`src/rtl/smpe_pkg.sv`:
```
// Shared types and constants for the serial mouse packet encoder.
// Used by smpe_core, smpe_out_fifo and serial_mouse_packet_encoder; no dependencies.
`timescale 1ns / 1ps
`default_nettype none

package smpe_pkg;

  // Input item kinds carried on in_tuser.
  localparam logic ACTION_EVENT = 1'b0;
  localparam logic ACTION_TICK  = 1'b1;

  // Configuration register indexes.
  localparam logic REG_HEAD_GAP = 1'b0;
  localparam logic REG_TAIL_GAP = 1'b1;

  // Protocol constants.
  localparam logic [2:0] BTN_NONE_HELD = 3'd7;
  localparam logic [7:0] HEAD_FLAG    = 8'h80;
  localparam logic [7:0] ACC_POS_SAT  = 8'h7F;   // +127
  localparam logic [7:0] ACC_NEG_SAT  = 8'h81;   // -127
  localparam logic [7:0] HEAD_GAP_RST = 8'd25;
  localparam logic [7:0] TAIL_GAP_RST = 8'd15;
  localparam logic [7:0] GAP_RST      = 8'd40;
  localparam logic [7:0] ELAPSED_MAX  = 8'hFF;

  // Output byte queue geometry.
  localparam int OB_DEPTH  = 8;
  localparam int OB_PTR_W  = 3;
  localparam int OB_CNT_W  = 4;
  localparam int PART_MAX  = 3;

  typedef logic [OB_PTR_W-1:0] ob_ptr_t;
  typedef logic [OB_CNT_W-1:0] ob_cnt_t;

  // One queued output byte.
  typedef struct packed {
    logic [7:0] data;
    logic       last;
  } ob_entry_t;

  // Bytes of one packet part handed from the core to the queue.
  typedef struct packed {
    logic [1:0]                   cnt;
    ob_entry_t [PART_MAX-1:0]     ent;
  } part_push_t;

endpackage

`default_nettype wire

```
`src/rtl/smpe_core.sv`:
```
// Input register, encoder state and per-item update logic of the mouse packet encoder.
// Depends on smpe_pkg.
`timescale 1ns / 1ps
`default_nettype none

module smpe_core (
  input  wire logic                  clk,
  input  wire logic                  rst_n,
  input  wire logic                  cfg_wr_en,
  input  wire logic                  cfg_index,
  input  wire logic [7:0]            cfg_data,
  input  wire logic                  item_load,
  input  wire logic                  action,
  input  wire logic                  left_pressed,
  input  wire logic                  middle_pressed,
  input  wire logic                  right_pressed,
  input  wire logic [7:0]            move_x,
  input  wire logic [7:0]            move_y,
  output logic                       stage_valid,
  output smpe_pkg::part_push_t       push
);

  // Clamp a widened sum to the accumulator range of -127..127.
  function automatic logic [7:0] sat_acc(input logic signed [9:0] v);
    logic [7:0] res;
    if (v > 10'sd127) begin
      res = smpe_pkg::ACC_POS_SAT;
    end else if (v < -10'sd127) begin
      res = smpe_pkg::ACC_NEG_SAT;
    end else begin
      res = v[7:0];
    end
    return res;
  endfunction

  logic       valid_r;
  logic       action_r;
  logic       left_r, middle_r, right_r;
  logic [7:0] move_x_r, move_y_r;

  logic [7:0] head_gap_r, tail_gap_r;
  logic [7:0] acc_x_r, acc_x_nxt;
  logic [7:0] acc_y_r, acc_y_nxt;
  logic [2:0] code_r, code_nxt;
  logic       pending_r, pending_nxt;
  logic       in_tail_r, in_tail_nxt;
  logic [7:0] gap_r, gap_nxt;
  logic [7:0] elapsed_r, elapsed_nxt;

  logic signed [9:0] sum_x, sum_y;
  logic [7:0]        el_inc;

  // Input register: one beat per cycle while item_load is high, payload needs no reset.
  always_ff @(posedge clk) begin
    if (!rst_n) begin
      valid_r <= 1'b0;
    end else begin
      valid_r <= item_load;
    end
    if (item_load) begin
      action_r <= action;
      left_r   <= left_pressed;
      middle_r <= middle_pressed;
      right_r  <= right_pressed;
      move_x_r <= move_x;
      move_y_r <= move_y;
    end
  end

  assign stage_valid = valid_r;

  // Gap registers written from the configuration port.
  always_ff @(posedge clk) begin
    if (!rst_n) begin
      head_gap_r <= smpe_pkg::HEAD_GAP_RST;
      tail_gap_r <= smpe_pkg::TAIL_GAP_RST;
    end else if (cfg_wr_en) begin
      if (cfg_index == smpe_pkg::REG_HEAD_GAP) begin
        head_gap_r <= cfg_data;
      end else begin
        tail_gap_r <= cfg_data;
      end
    end
  end

  // Widened sums; the vertical delta is negated before it is added.
  assign sum_x = {{2{acc_x_r[7]}}, acc_x_r} + {{2{move_x_r[7]}}, move_x_r};
  assign sum_y = {{2{acc_y_r[7]}}, acc_y_r} - {{2{move_y_r[7]}}, move_y_r};
  assign el_inc = (elapsed_r == smpe_pkg::ELAPSED_MAX) ? smpe_pkg::ELAPSED_MAX
                                                       : elapsed_r + 8'd1;

  // Per-item update and packet part assembly.
  always_comb begin
    acc_x_nxt   = acc_x_r;
    acc_y_nxt   = acc_y_r;
    code_nxt    = code_r;
    pending_nxt = pending_r;
    in_tail_nxt = in_tail_r;
    gap_nxt     = gap_r;
    elapsed_nxt = elapsed_r;
    push        = '0;
    if (valid_r) begin
      if (action_r == smpe_pkg::ACTION_EVENT) begin
        code_nxt    = {~left_r, ~middle_r, ~right_r};
        acc_x_nxt   = sat_acc(sum_x);
        acc_y_nxt   = sat_acc(sum_y);
        pending_nxt = 1'b1;
      end else if (el_inc < gap_r) begin
        elapsed_nxt = el_inc;
      end else begin
        elapsed_nxt = el_inc - gap_r;
        if (pending_r) begin
          acc_x_nxt = '0;
          acc_y_nxt = '0;
          if (!in_tail_r) begin
            // Head part: status byte, then both deltas.
            push.cnt         = 2'd3;
            push.ent[0].data = smpe_pkg::HEAD_FLAG | {5'd0, code_r};
            push.ent[1].data = acc_x_r;
            push.ent[2].data = acc_y_r;
            push.ent[2].last = 1'b1;
            code_nxt         = smpe_pkg::BTN_NONE_HELD;
            in_tail_nxt      = 1'b1;
            gap_nxt          = head_gap_r;
          end else begin
            // Tail part: deltas gathered since the head.
            push.cnt         = 2'd2;
            push.ent[0].data = acc_x_r;
            push.ent[1].data = acc_y_r;
            push.ent[1].last = 1'b1;
            in_tail_nxt      = 1'b0;
            gap_nxt          = tail_gap_r;
            pending_nxt      = (code_r != smpe_pkg::BTN_NONE_HELD);
          end
        end
      end
    end
  end

  // Encoder state registers.
  always_ff @(posedge clk) begin
    if (!rst_n) begin
      acc_x_r   <= '0;
      acc_y_r   <= '0;
      code_r    <= smpe_pkg::BTN_NONE_HELD;
      pending_r <= 1'b0;
      in_tail_r <= 1'b0;
      gap_r     <= smpe_pkg::GAP_RST;
      elapsed_r <= '0;
    end else begin
      acc_x_r   <= acc_x_nxt;
      acc_y_r   <= acc_y_nxt;
      code_r    <= code_nxt;
      pending_r <= pending_nxt;
      in_tail_r <= in_tail_nxt;
      gap_r     <= gap_nxt;
      elapsed_r <= elapsed_nxt;
    end
  end

endmodule

`default_nettype wire

```
`src/rtl/smpe_out_fifo.sv`:
```
// Output byte queue: takes up to three bytes of a packet part per cycle, drains one per beat.
// Depends on smpe_pkg.
`timescale 1ns / 1ps
`default_nettype none

module smpe_out_fifo (
  input  wire logic                  clk,
  input  wire logic                  rst_n,
  input  wire smpe_pkg::part_push_t  push,
  input  wire logic                  pop,
  output smpe_pkg::ob_cnt_t          count,
  output smpe_pkg::ob_entry_t        head
);

  smpe_pkg::ob_entry_t mem_r [smpe_pkg::OB_DEPTH];
  smpe_pkg::ob_ptr_t   wr_ptr_r, wr_ptr_nxt;
  smpe_pkg::ob_ptr_t   rd_ptr_r, rd_ptr_nxt;
  smpe_pkg::ob_cnt_t   count_r, count_nxt;

  // Pointer and fill-count arithmetic.
  always_comb begin
    wr_ptr_nxt = wr_ptr_r + smpe_pkg::ob_ptr_t'(push.cnt);
    rd_ptr_nxt = rd_ptr_r + smpe_pkg::ob_ptr_t'(pop);
    count_nxt  = count_r + smpe_pkg::ob_cnt_t'(push.cnt) - smpe_pkg::ob_cnt_t'(pop);
  end

  always_ff @(posedge clk) begin
    if (!rst_n) begin
      wr_ptr_r <= '0;
      rd_ptr_r <= '0;
      count_r  <= '0;
    end else begin
      wr_ptr_r <= wr_ptr_nxt;
      rd_ptr_r <= rd_ptr_nxt;
      count_r  <= count_nxt;
    end
  end

  // Storage: the part's bytes land in consecutive slots.
  always_ff @(posedge clk) begin
    for (int i = 0; i < smpe_pkg::PART_MAX; i++) begin
      if (i < int'(push.cnt)) begin
        mem_r[wr_ptr_r + smpe_pkg::ob_ptr_t'(i)] <= push.ent[i];
      end
    end
  end

  assign count = count_r;
  assign head  = mem_r[rd_ptr_r];

endmodule

`default_nettype wire

```
`src/rtl/serial_mouse_packet_encoder.sv`:
```
// Top level of the serial mouse packet encoder (five-byte serial mouse protocol).
// Depends on smpe_pkg, smpe_core and smpe_out_fifo.
//
// Usage:
//   The in_ stream carries mouse events (in_tuser = 0) and millisecond ticks
//   (in_tuser = 1). Events update buttons and motion; ticks pace the output.
//   The out_ stream carries the serial bytes, one per beat, with out_tlast on
//   the final byte of each head (three bytes) or tail (two bytes) part.
//   The cfg_ port writes the head gap (index 0) and tail gap (index 1).
//   A taken beat is held in the input register, its part is pushed into the
//   output queue, and its first byte is offered on out_ from the queue head.
//   Throughput: one input beat per cycle while the eight-byte output queue has
//   room for the parts still in flight; in_tready drops when more than five
//   bytes (two with a beat in the input register) are waiting.
//   A stalled receiver only fills the queue; no byte is lost or reordered.
//   Reset clears the queue and loads the gaps with 25 and 15 ticks, the
//   first gap with 40 ticks and the button code with no buttons held.
`timescale 1ns / 1ps
`default_nettype none

module serial_mouse_packet_encoder (
  input  wire logic        clk,
  input  wire logic        rst_n,
  input  wire logic        cfg_wr_en,
  input  wire logic        cfg_index,
  input  wire logic [7:0]  cfg_data,
  input  wire logic        in_tvalid,
  output logic             in_tready,
  // [0] left_pressed, [1] middle_pressed, [2] right_pressed, [10:3] move_x,
  // [18:11] move_y, [23:19] zero
  input  wire logic [23:0] in_tdata,
  // [0] action
  input  wire logic        in_tuser,
  output logic             out_tvalid,
  input  wire logic        out_tready,
  // [7:0] tx_byte
  output logic [7:0]       out_tdata,
  output logic             out_tlast
);

  logic                 in_accept;
  logic                 stage_valid;
  logic                 pop;
  smpe_pkg::part_push_t push;
  smpe_pkg::ob_cnt_t    ob_count;
  smpe_pkg::ob_cnt_t    committed;
  smpe_pkg::ob_entry_t  ob_head;

  // Room check: the beat in the input register and the new one may each add a part.
  assign committed = ob_count + (stage_valid ? smpe_pkg::ob_cnt_t'(smpe_pkg::PART_MAX)
                                             : '0);
  assign in_tready = (committed <= smpe_pkg::ob_cnt_t'(smpe_pkg::OB_DEPTH - smpe_pkg::PART_MAX));
  assign in_accept = in_tvalid && in_tready;

  smpe_core u_core (
    .clk            (clk),
    .rst_n          (rst_n),
    .cfg_wr_en      (cfg_wr_en),
    .cfg_index      (cfg_index),
    .cfg_data       (cfg_data),
    .item_load      (in_accept),
    .action         (in_tuser),
    .left_pressed   (in_tdata[0]),
    .middle_pressed (in_tdata[1]),
    .right_pressed  (in_tdata[2]),
    .move_x         (in_tdata[10:3]),
    .move_y         (in_tdata[18:11]),
    .stage_valid    (stage_valid),
    .push           (push)
  );

  // Output side of the queue.
  assign out_tvalid = (ob_count != '0);
  assign pop        = out_tvalid && out_tready;
  assign out_tdata  = ob_head.data;
  assign out_tlast  = ob_head.last;

  smpe_out_fifo u_out_fifo (
    .clk   (clk),
    .rst_n (rst_n),
    .push  (push),
    .pop   (pop),
    .count (ob_count),
    .head  (ob_head)
  );

  // The queue never takes more bytes than it has slots.
  a_no_overflow: assert property (@(posedge clk) disable iff (!rst_n)
    ({1'b0, ob_count} + {3'b0, push.cnt}) <= 5'(smpe_pkg::OB_DEPTH))
    else $error("output queue overflow");

  // A part is either a head of three bytes or a tail of two.
  a_part_len: assert property (@(posedge clk) disable iff (!rst_n)
    push.cnt != 2'd1)
    else $error("single-byte part pushed");

  // A head part starts with the sync pattern 10000 in its upper five bits.
  a_head_sync: assert property (@(posedge clk) disable iff (!rst_n)
    (push.cnt == 2'd3) |-> (push.ent[0].data[7:3] == 5'b10000))
    else $error("head part without sync pattern");

endmodule

`default_nettype wire
```
`config.mk`:
```
export PLATFORM = sky130hd
export DESIGN_NAME = serial_mouse_packet_encoder
export DESIGN_NICKNAME = d
export VERILOG_FILES = /design/src/rtl/smpe_pkg.sv /design/src/rtl/smpe_core.sv /design/src/rtl/smpe_out_fifo.sv /design/src/rtl/serial_mouse_packet_encoder.sv
export SDC_FILE = /design/constraint.sdc
export NUM_CORES = 1
export LEC_CHECK = 0
export BUFFER_PORTS_ARGS = -buffer_cell sky130_fd_sc_hd__buf_2
export CAP_MARGIN = 15
export CORE_MARGIN = 4
export CORE_UTILIZATION = 65
export CTS_CLUSTER_DIAMETER = 50
export DETAILED_ROUTE_END_ITERATION = 7
export PLACE_DENSITY = 0.81
export SLEW_MARGIN = 20
export SYNTH_ARGS = -nofsm -noshare
export SYNTH_HDL_FRONTEND = slang
export SYNTH_SLANG_ARGS = --single-unit
```
`constraint.sdc`:
```
create_clock -name clk -period 9.1 [get_ports clk]
set_input_delay 0 -clock clk [delete_from_list [all_inputs] [get_ports clk]]
set_output_delay 0 -clock clk [all_outputs]
set_load 0.01 [all_outputs]
```
==> After elaboration in Yosys (flattened, before gate mapping) <==
Memories as Yosys holds them, arrays and structs flattened. A register that Yosys moved wholly into a read port is not among the register bits.
Cells that the tools add are included.
{ "classes": {"addsub": 11, "n_mul": 0, "div": 0, "magnitude_cmp": 9, "n_eq_ne": 5, "shifts": 0, "mux": 37, "bitwise": 5, "n_reduce_logical": 10} }
{ "op_table": {"columns": ["cell", "count"], "rows": [
  ["28-bit two-way mux", 4],
  ["8-bit two-way mux", 13],
  ["10-bit by 8-bit > comparator with 1-bit output, second input constant", 2],
  ["10-bit by 8-bit less-than comparator with 1-bit output, second input constant", 2],
  ["3-bit two-way mux", 5],
  ["1-bit two-way mux", 13],
  ["8-bit by 8-bit adder with 9-bit output", 1],
  ["9-bit two-way mux", 1],
  ["8-bit by 8-bit subtractor with 9-bit output", 1],
  ["4-bit by 2-bit adder with 4-bit output", 2],
  ["8-bit by 1-bit adder with 8-bit output, second input constant", 1],
  ["8-bit equality test, second input constant", 1],
  ["8-bit less-than comparator", 1],
  ["2-bit AND reduction", 4],
  ["4-bit AND reduction", 2],
  ["8-bit subtractor", 1],
  ["2-bit inequality test, second input constant", 3],
  ["1-bit inverter", 5],
  ["4-bit by 3-bit less-or-equal comparator with 1-bit output, second input constant", 1],
  ["1-bit by 2-bit less-than comparator with 1-bit output, first input constant", 2],
  ["4-bit nonzero test", 1],
  ["4-bit by 1-bit subtractor with 4-bit output", 1],
  ["3-bit by 1-bit adder with 3-bit output", 1],
  ["3-bit by 1-bit adder with 3-bit output, second input constant", 1],
  ["7 further kinds", 8]
]} }
{ "word_totals": {"regBits": 84, "latchBits": 0, "ram_bits": 72, "rom_bits": 0, "input_bits": 39, "output_inout_bits": 11, "word_cells": 97, "n_memories": 1} }
{ "memory_table": {"columns": ["name", "depth", "word_bits", "rd", "rd_clocked_by_memory_dff", "write_ports", "line", "rtl"], "rows": [
  ["u_out_fifo.mem_r", 8, 9, 1, 1, 3, "smpe_out_fifo.sv:15", "smpe_pkg::ob_entry_t mem_r [smpe_pkg::OB_DEPTH];"]
]} }

==> Longest topological paths before layout <==
{ "depth": {"depth_word": 9, "mapped_depth": 19, "depth_no_buf": 16} }

==> By module <==
A second synthesis with hierarchy kept.
{ "unflattened": {"cells_unflattened": 1096, "hier_area_um2": 10247.3} }
{ "modules_own_cells": {"columns": ["module", "instances", "cells_per_inst", "area_per_inst_um2"], "rows": [
  ["smpe_out_fifo", 1, 586, 5635.4],
  ["smpe_core", 1, 496, 4494.3],
  ["serial_mouse_packet_encoder", 1, 14, 117.6]
]} }

==> Least setup slack after synthesis <==
OpenSTA, ideal clock, no wires.
{ "synth_path": {"path_kind": "reg2reg", "startpoint": "register u_core.elapsed_r[0]", "endpoint": "register u_out_fifo.count_r[3] (netlist: u_out_fifo.count[3])", "t_arrival_ns": 3.828, "required_ns": 8.972, "slack_ns": 5.145, "stages_incl_launch_ff": 20, "n_path_buf": 3, "synth_period_minus_slack_ns": 3.955, "path_cell_list": "dfxtp_1 -> ha_1 -> nand4_1 -> and2_1 -> ha_1 -> inv_1 -> fa_1 -> a211oi_2 -> o21ai_2 -> nand4_1 -> buf_2 -> buf_2 -> buf_2 -> ha_1 -> inv_1 -> ha_1 -> a21o_1 -> a21oi_1 -> xnor2_1 -> nor2_1"} }
{ "synth_via": {"elab_chain_cells": 8, "elab_cells_between_ends": 9, "classes_between": "add/sub: 3; order compare: 1; eq/ne: 1; mux: 4"} }
{ "synth_lines": {"columns": ["item", "line", "rtl"], "rows": [
  ["from (decl)", "smpe_core.sv:48", "logic [7:0] elapsed_r, elapsed_nxt;"],
  ["from (signal assigned)", "smpe_core.sv:157", "elapsed_r <= elapsed_nxt;"],
  ["8-bit by 1-bit adder with 8-bit output or 8-bit equality test (tied branches)", "smpe_core.sv:90, smpe_core.sv:89", null],
  ["8-bit two-way mux *", "smpe_core.sv:89", "assign el_inc = (elapsed_r == smpe_pkg::ELAPSED_MAX) ? smpe_pkg::ELAPSED_MAX"],
  ["8-bit less-than comparator *", "smpe_core.sv:108", "end else if (el_inc < gap_r) begin"],
  ["28-bit two-way mux *", "smpe_core.sv:108", null],
  ["28-bit two-way mux *", "smpe_core.sv:103", "if (action_r == smpe_pkg::ACTION_EVENT) begin"],
  ["28-bit two-way mux *", "smpe_core.sv:102", "if (valid_r) begin"],
  ["4-bit by 2-bit adder with 4-bit output *", "smpe_out_fifo.sv:24", "count_nxt = count_r + smpe_pkg::ob_cnt_t'(push.cnt) - smpe_pkg::ob_cnt_t'(pop);"],
  ["4-bit by 1-bit subtractor with 4-bit output *", "smpe_out_fifo.sv:24", null],
  ["to (signal assigned)", "smpe_out_fifo.sv:35", "count_r <= count_nxt;"],
  ["to (decl)", "smpe_out_fifo.sv:18", "smpe_pkg::ob_cnt_t count_r, count_nxt;"]
]} }
Every way passes the cells marked *; elsewhere a longest branch is shown, timed or not.
A chain may end at the register's enable or synchronous reset.

==> Worst setup path after layout <==
{ "layout_path": {"startpoint": "register u_core.elapsed_r[0]", "endpoint": "register u_out_fifo.wr_ptr_r[2]"} }
{ "layout_via": {"elab_chain_cells": 7, "elab_cells_between_ends": 8, "classes_between": "add/sub: 2; order compare: 1; eq/ne: 1; mux: 4"} }
{ "layout_lines": {"columns": ["item", "line", "rtl"], "rows": [
  ["8-bit by 1-bit adder with 8-bit output or 8-bit equality test (tied branches)", "smpe_core.sv:90, smpe_core.sv:89", null],
  ["8-bit two-way mux *", "smpe_core.sv:89", null],
  ["8-bit less-than comparator *", "smpe_core.sv:108", null],
  ["28-bit two-way mux *", "smpe_core.sv:108", null],
  ["28-bit two-way mux *", "smpe_core.sv:103", null],
  ["28-bit two-way mux *", "smpe_core.sv:102", null],
  ["3-bit by 2-bit adder with 3-bit output *", "smpe_out_fifo.sv:22", "wr_ptr_nxt = wr_ptr_r + smpe_pkg::ob_ptr_t'(push.cnt);"],
  ["to (signal assigned)", "smpe_out_fifo.sv:33", "wr_ptr_r <= wr_ptr_nxt;"],
  ["to (decl)", "smpe_out_fifo.sv:16", "smpe_pkg::ob_ptr_t wr_ptr_r, wr_ptr_nxt;"]
]} }
Marked as above.

==> results by group <==
Layout
  • Fill cell count: 903
  • FF+latch area: 4040 um^2
  • Antenna Cells: 0
  • Most frequent cells in the layout: nand2_1, edfxtp_1, dfxtp_1, a21oi_1, nor2_1
  • Share of cells above drive strength 1: 14.2%
  • Area growth syn-to-layout: 13.6%
  • Multi-input gate area: 4720 um^2
  • Most common cell after layout, fill and taps aside: nand2_1
  • Nets: 1,044

Setup path
  • Reg2Reg Setup Slack: 4.44 ns
  • Critical path arrival: 4.97 ns
  • Delay-heaviest family, CP: adder cells
  • Critical-path cell list: ha_1, nand4_1, and2_1, ha_1, inv_1, fa_1, a211oi_2, o21ai_2, nand4_1, buf_4, inv_1, fa_1, xnor2_1, nor2_1
  • Required time of the worst setup path: 9.41 ns
  • CP Depth: 14
  • Crit. End Element: flop
  • Worst r2r src: u_core.elapsed_r[0]$_SDFFE_PN0P_
  • Reg2Reg Depth: 14
  • FF-to-FF End: u_out_fifo.wr_ptr_r[2]$_SDFF_PN0_
  • CP endpoint: u_out_fifo.wr_ptr_r[2]$_SDFF_PN0_
  • Slowest cell delay on critical path: 0.69 ns
  • Slowest cell on crit path: buf_4
  • Critical Path Start: u_core.elapsed_r[0]$_SDFFE_PN0P_
  • Setup CP Type: reg2reg
  • Crit path buf inv count: 3
  • Startpoint types: flop
  • Crit Path Max Fanout: 89

Synthesis
  • Mapped Cells: 911
  • Largest family of logic cells by synthesized area: compound AO/OA/AOI/OAI gates
  • Async SR Flop Fraction: 0%
  • Syn Std Cell Area: 9150 um^2
  • Synth unique cells: 63
  • Number of synthesized flops with an enable pin: 92
  • Yosys warns: 0
  • FF+latch count, synth: 156
  • Synth Area in Compound Gates: 17.8%
  • Predominant post-synthesis flop cell: edfxtp_1
  • Synthesized netlist net count: 993
  • Post-synthesis average cell area: 10.0 um^2
  • XOR/XNOR Fraction of Synth Area: 2.97%
  • Post-Synth Adder-Cell Area: 7.14%
  • Post-Synth Simple-Gate Area: 13.5%
  • Seq/Total Area, Yosys: 44.2%
  • Multiplexer area fraction after synthesis: 10.1%

Drt
  • Remaining DRCs: 0
  • Post-DR wirelength/cell: 20.0 um
  • Final WL: 23,100 um
  • Router iterations before antenna repair: 6
  • Final ANT Viol Nets: 0
  • Vias: 7,410
  • Vias per std cell: 6.42
  • DR iter-0 viols: 969

Clock network
  • CTS root buf: clkbuf_16
  • Total clock sinks: 156
  • H-tree levels: 4
  • Post-CTS Setup Inserts: 0
  • CTS tree: done
  • Worst skew pair latency: 0.43 ns
  • CTS Buf Count: 17
  • CTS clk-pin slew, worst paths: 0.06 ns
  • Clock Path Buffers: 2

Power and ir drop
  • Net Sw Frac: 30.9%
  • Switching power: 689 uW
  • Power Density: 214 nW/um^2
  • Clock share of power: 32.2%
  • Total power: 2.23 mW
  • Comb power frac: 28.0%
  • Worst vdd ir: 0.000164 V
  • Pleak: 3.86 nW
  • Pint: 1.54 mW
  • Sequential Power Share: 39.8%

Global routing
  • Congestion Overflow GR: 0
  • Initial antenna violation count: 0
  • Pin count of the biggest net entering global routing: 90
  • Total GRT Usage: 29.9%
  • Global-route wire length before repair: 37,800 um
  • Number of global-route vias before repair: 7,413

Run
  • Max_cap viols: 0

STA
  • Part of the cycle the worst path needs: 51.2%
  • Final setup vio count: 0
  • Setup WS post-layout: 4.44 ns
  • Final TNS setup: 0 ns
  • Unrepaired setup endpoints after global routing: false
  • Max transition margin: 28.9%
  • Min Tclk post-route: 4.66 ns
  • Layout Skew: 0.00905 ns
  • FMAX: 215 MHz
  • Final Max Tran Viols: 0
  • Final Hold Fails: 0
  • Slew @ Worst Pin: 1.07 ns

Place
  • Setup WS pre-CTS: 4.52 ns
  • DP HPWL: 15,500 um
  • # port buffers: 44
  • Final Wtd Congestion: 0.902

Die
  • Area of the core: 13,800 um^2
  • Initial Util: 66.2%
  • I/O pin cnt: 50
  • Chip height: 127 um
  • Rows: 43
  • Die Width: 127 um
  • Die area: 16,000 um^2

Min path
  • Hold Crit Class: in2reg

Outcome
  • Status: completed
-- layout make-up --
type                    count  area share, %
inverters                  37           1.34
flip-flops and latches    156           38.9
repair buffers             92           6.45
clock inverters            10           1.35
well taps                 180           2.17
clock buffers              22           4.37
multi-input cells         658           45.4
-- power groups by stage --
stage	registers (mW)	clock network (mW)	logic, mW
floorplan	0.839	0	0.500
global placement	0.893	0	0.569
detailed placement	0.898	0	0.601
CTS	0.884	0.719	0.624
global route	0.894	0.755	0.689
finish	0.886	0.716	0.624
-- sequential cells by signal (all words and copies together) (netlist names) --
signal and count:
u_core.right_r 1, u_core.gap_r 8, u_core.action_r 1, u_core.elapsed_r 8, u_out_fifo.wr_ptr_r 3, u_core.stage_valid 1, u_out_fifo.count 4, u_core.code_r 3
u_core.in_tail_r 1, u_core.acc_y_r 8, u_out_fifo.rd_ptr_r 3, u_core.pending_r 1, u_core.move_x_r 8, u_core.acc_x_r 8, u_core.move_y_r 8, u_core.tail_gap_r 8
u_core.middle_r 1, u_core.head_gap_r 8, u_core.left_r 1, u_out_fifo.mem_r 72
-- cell families after synthesis --
logic type,count (synthesis)
and+or+nand+nor,270
AOI/OAI and AO/OA,239
DFF,156
buffers and inverters,97
muxes,68
adders and majority gates,50
xor gates and xnor gates,31
-- metal layers --
layer  GRT usage (%)  part of all wire [%]  vias to the layer above
met5               0                     0                        -
li1                -                     -                     3480
met1            35.4                    37                     3490
met3            5.22                   7.1                       70
met4            13.3                   3.6                        0
met2            53.3                    52                      370
-- how the worst min path moves through the flow --
stage            startpoint  cells after the start                           endpoint
2_1_floorplan      in_tuser                      0          u_core.action_r$_DFFE_PP_
3_3_place_gp   in_tdata[14]                      1       u_core.move_y_r[3]$_DFFE_PP_
3_5_place_dp   in_tdata[15]                      1       u_core.move_y_r[4]$_DFFE_PP_
4_1_cts           cfg_wr_en                      4  u_core.tail_gap_r[5]$_SDFFE_PN0P_
5_1_grt           cfg_wr_en                      4  u_core.head_gap_r[5]$_SDFFE_PN0P_
6_report          cfg_wr_en                      4  u_core.tail_gap_r[7]$_SDFFE_PN0P_
-- what timing repair did --
| action | 4_1_cts | 5_1_grt |
|---|---|---|
| hold buffers | 36 | 0 |
| gates resized for setup | 0 | 0 |
| hold endpoints to repair | 38 | 0 |
-- worst min-delay path, cell delays in order --
cell     delay [ns]
buf_2          0.11
nand2_1        0.18
nand2_1        0.12
a21oi_1        0.05
-- synthesized netlist by cell type, types with 22 or more instances --
cell	n	area, um^2
clkbuf_1	34	128
edfxtp_1	92	2760
o31ai_1	22	165
o21ai_0	46	230
nand2_1	122	458
a21oi_1	54	270
a22oi_1	32	240
xnor2_1	23	201
dfxtp_1	64	1280
mux2i_1	32	320
nor2_1	48	180
inv_1	36	135
ha_1	37	463
-- per-stage QoR --
step                area [um^2]  cells  hold WS [ns]  util, %
finish                    10400   1155        0.0770     75.2
global route              10400   1155         0.112     75.2
CTS                       10400   1154        0.0536     75.1
detailed placement         9430   1086         0.179     68.2
global placement           9430   1086         0.176     68.2
floorplan                  9150    911        0.0989        -
No activity file was read; power rests on OpenSTA's default activity.
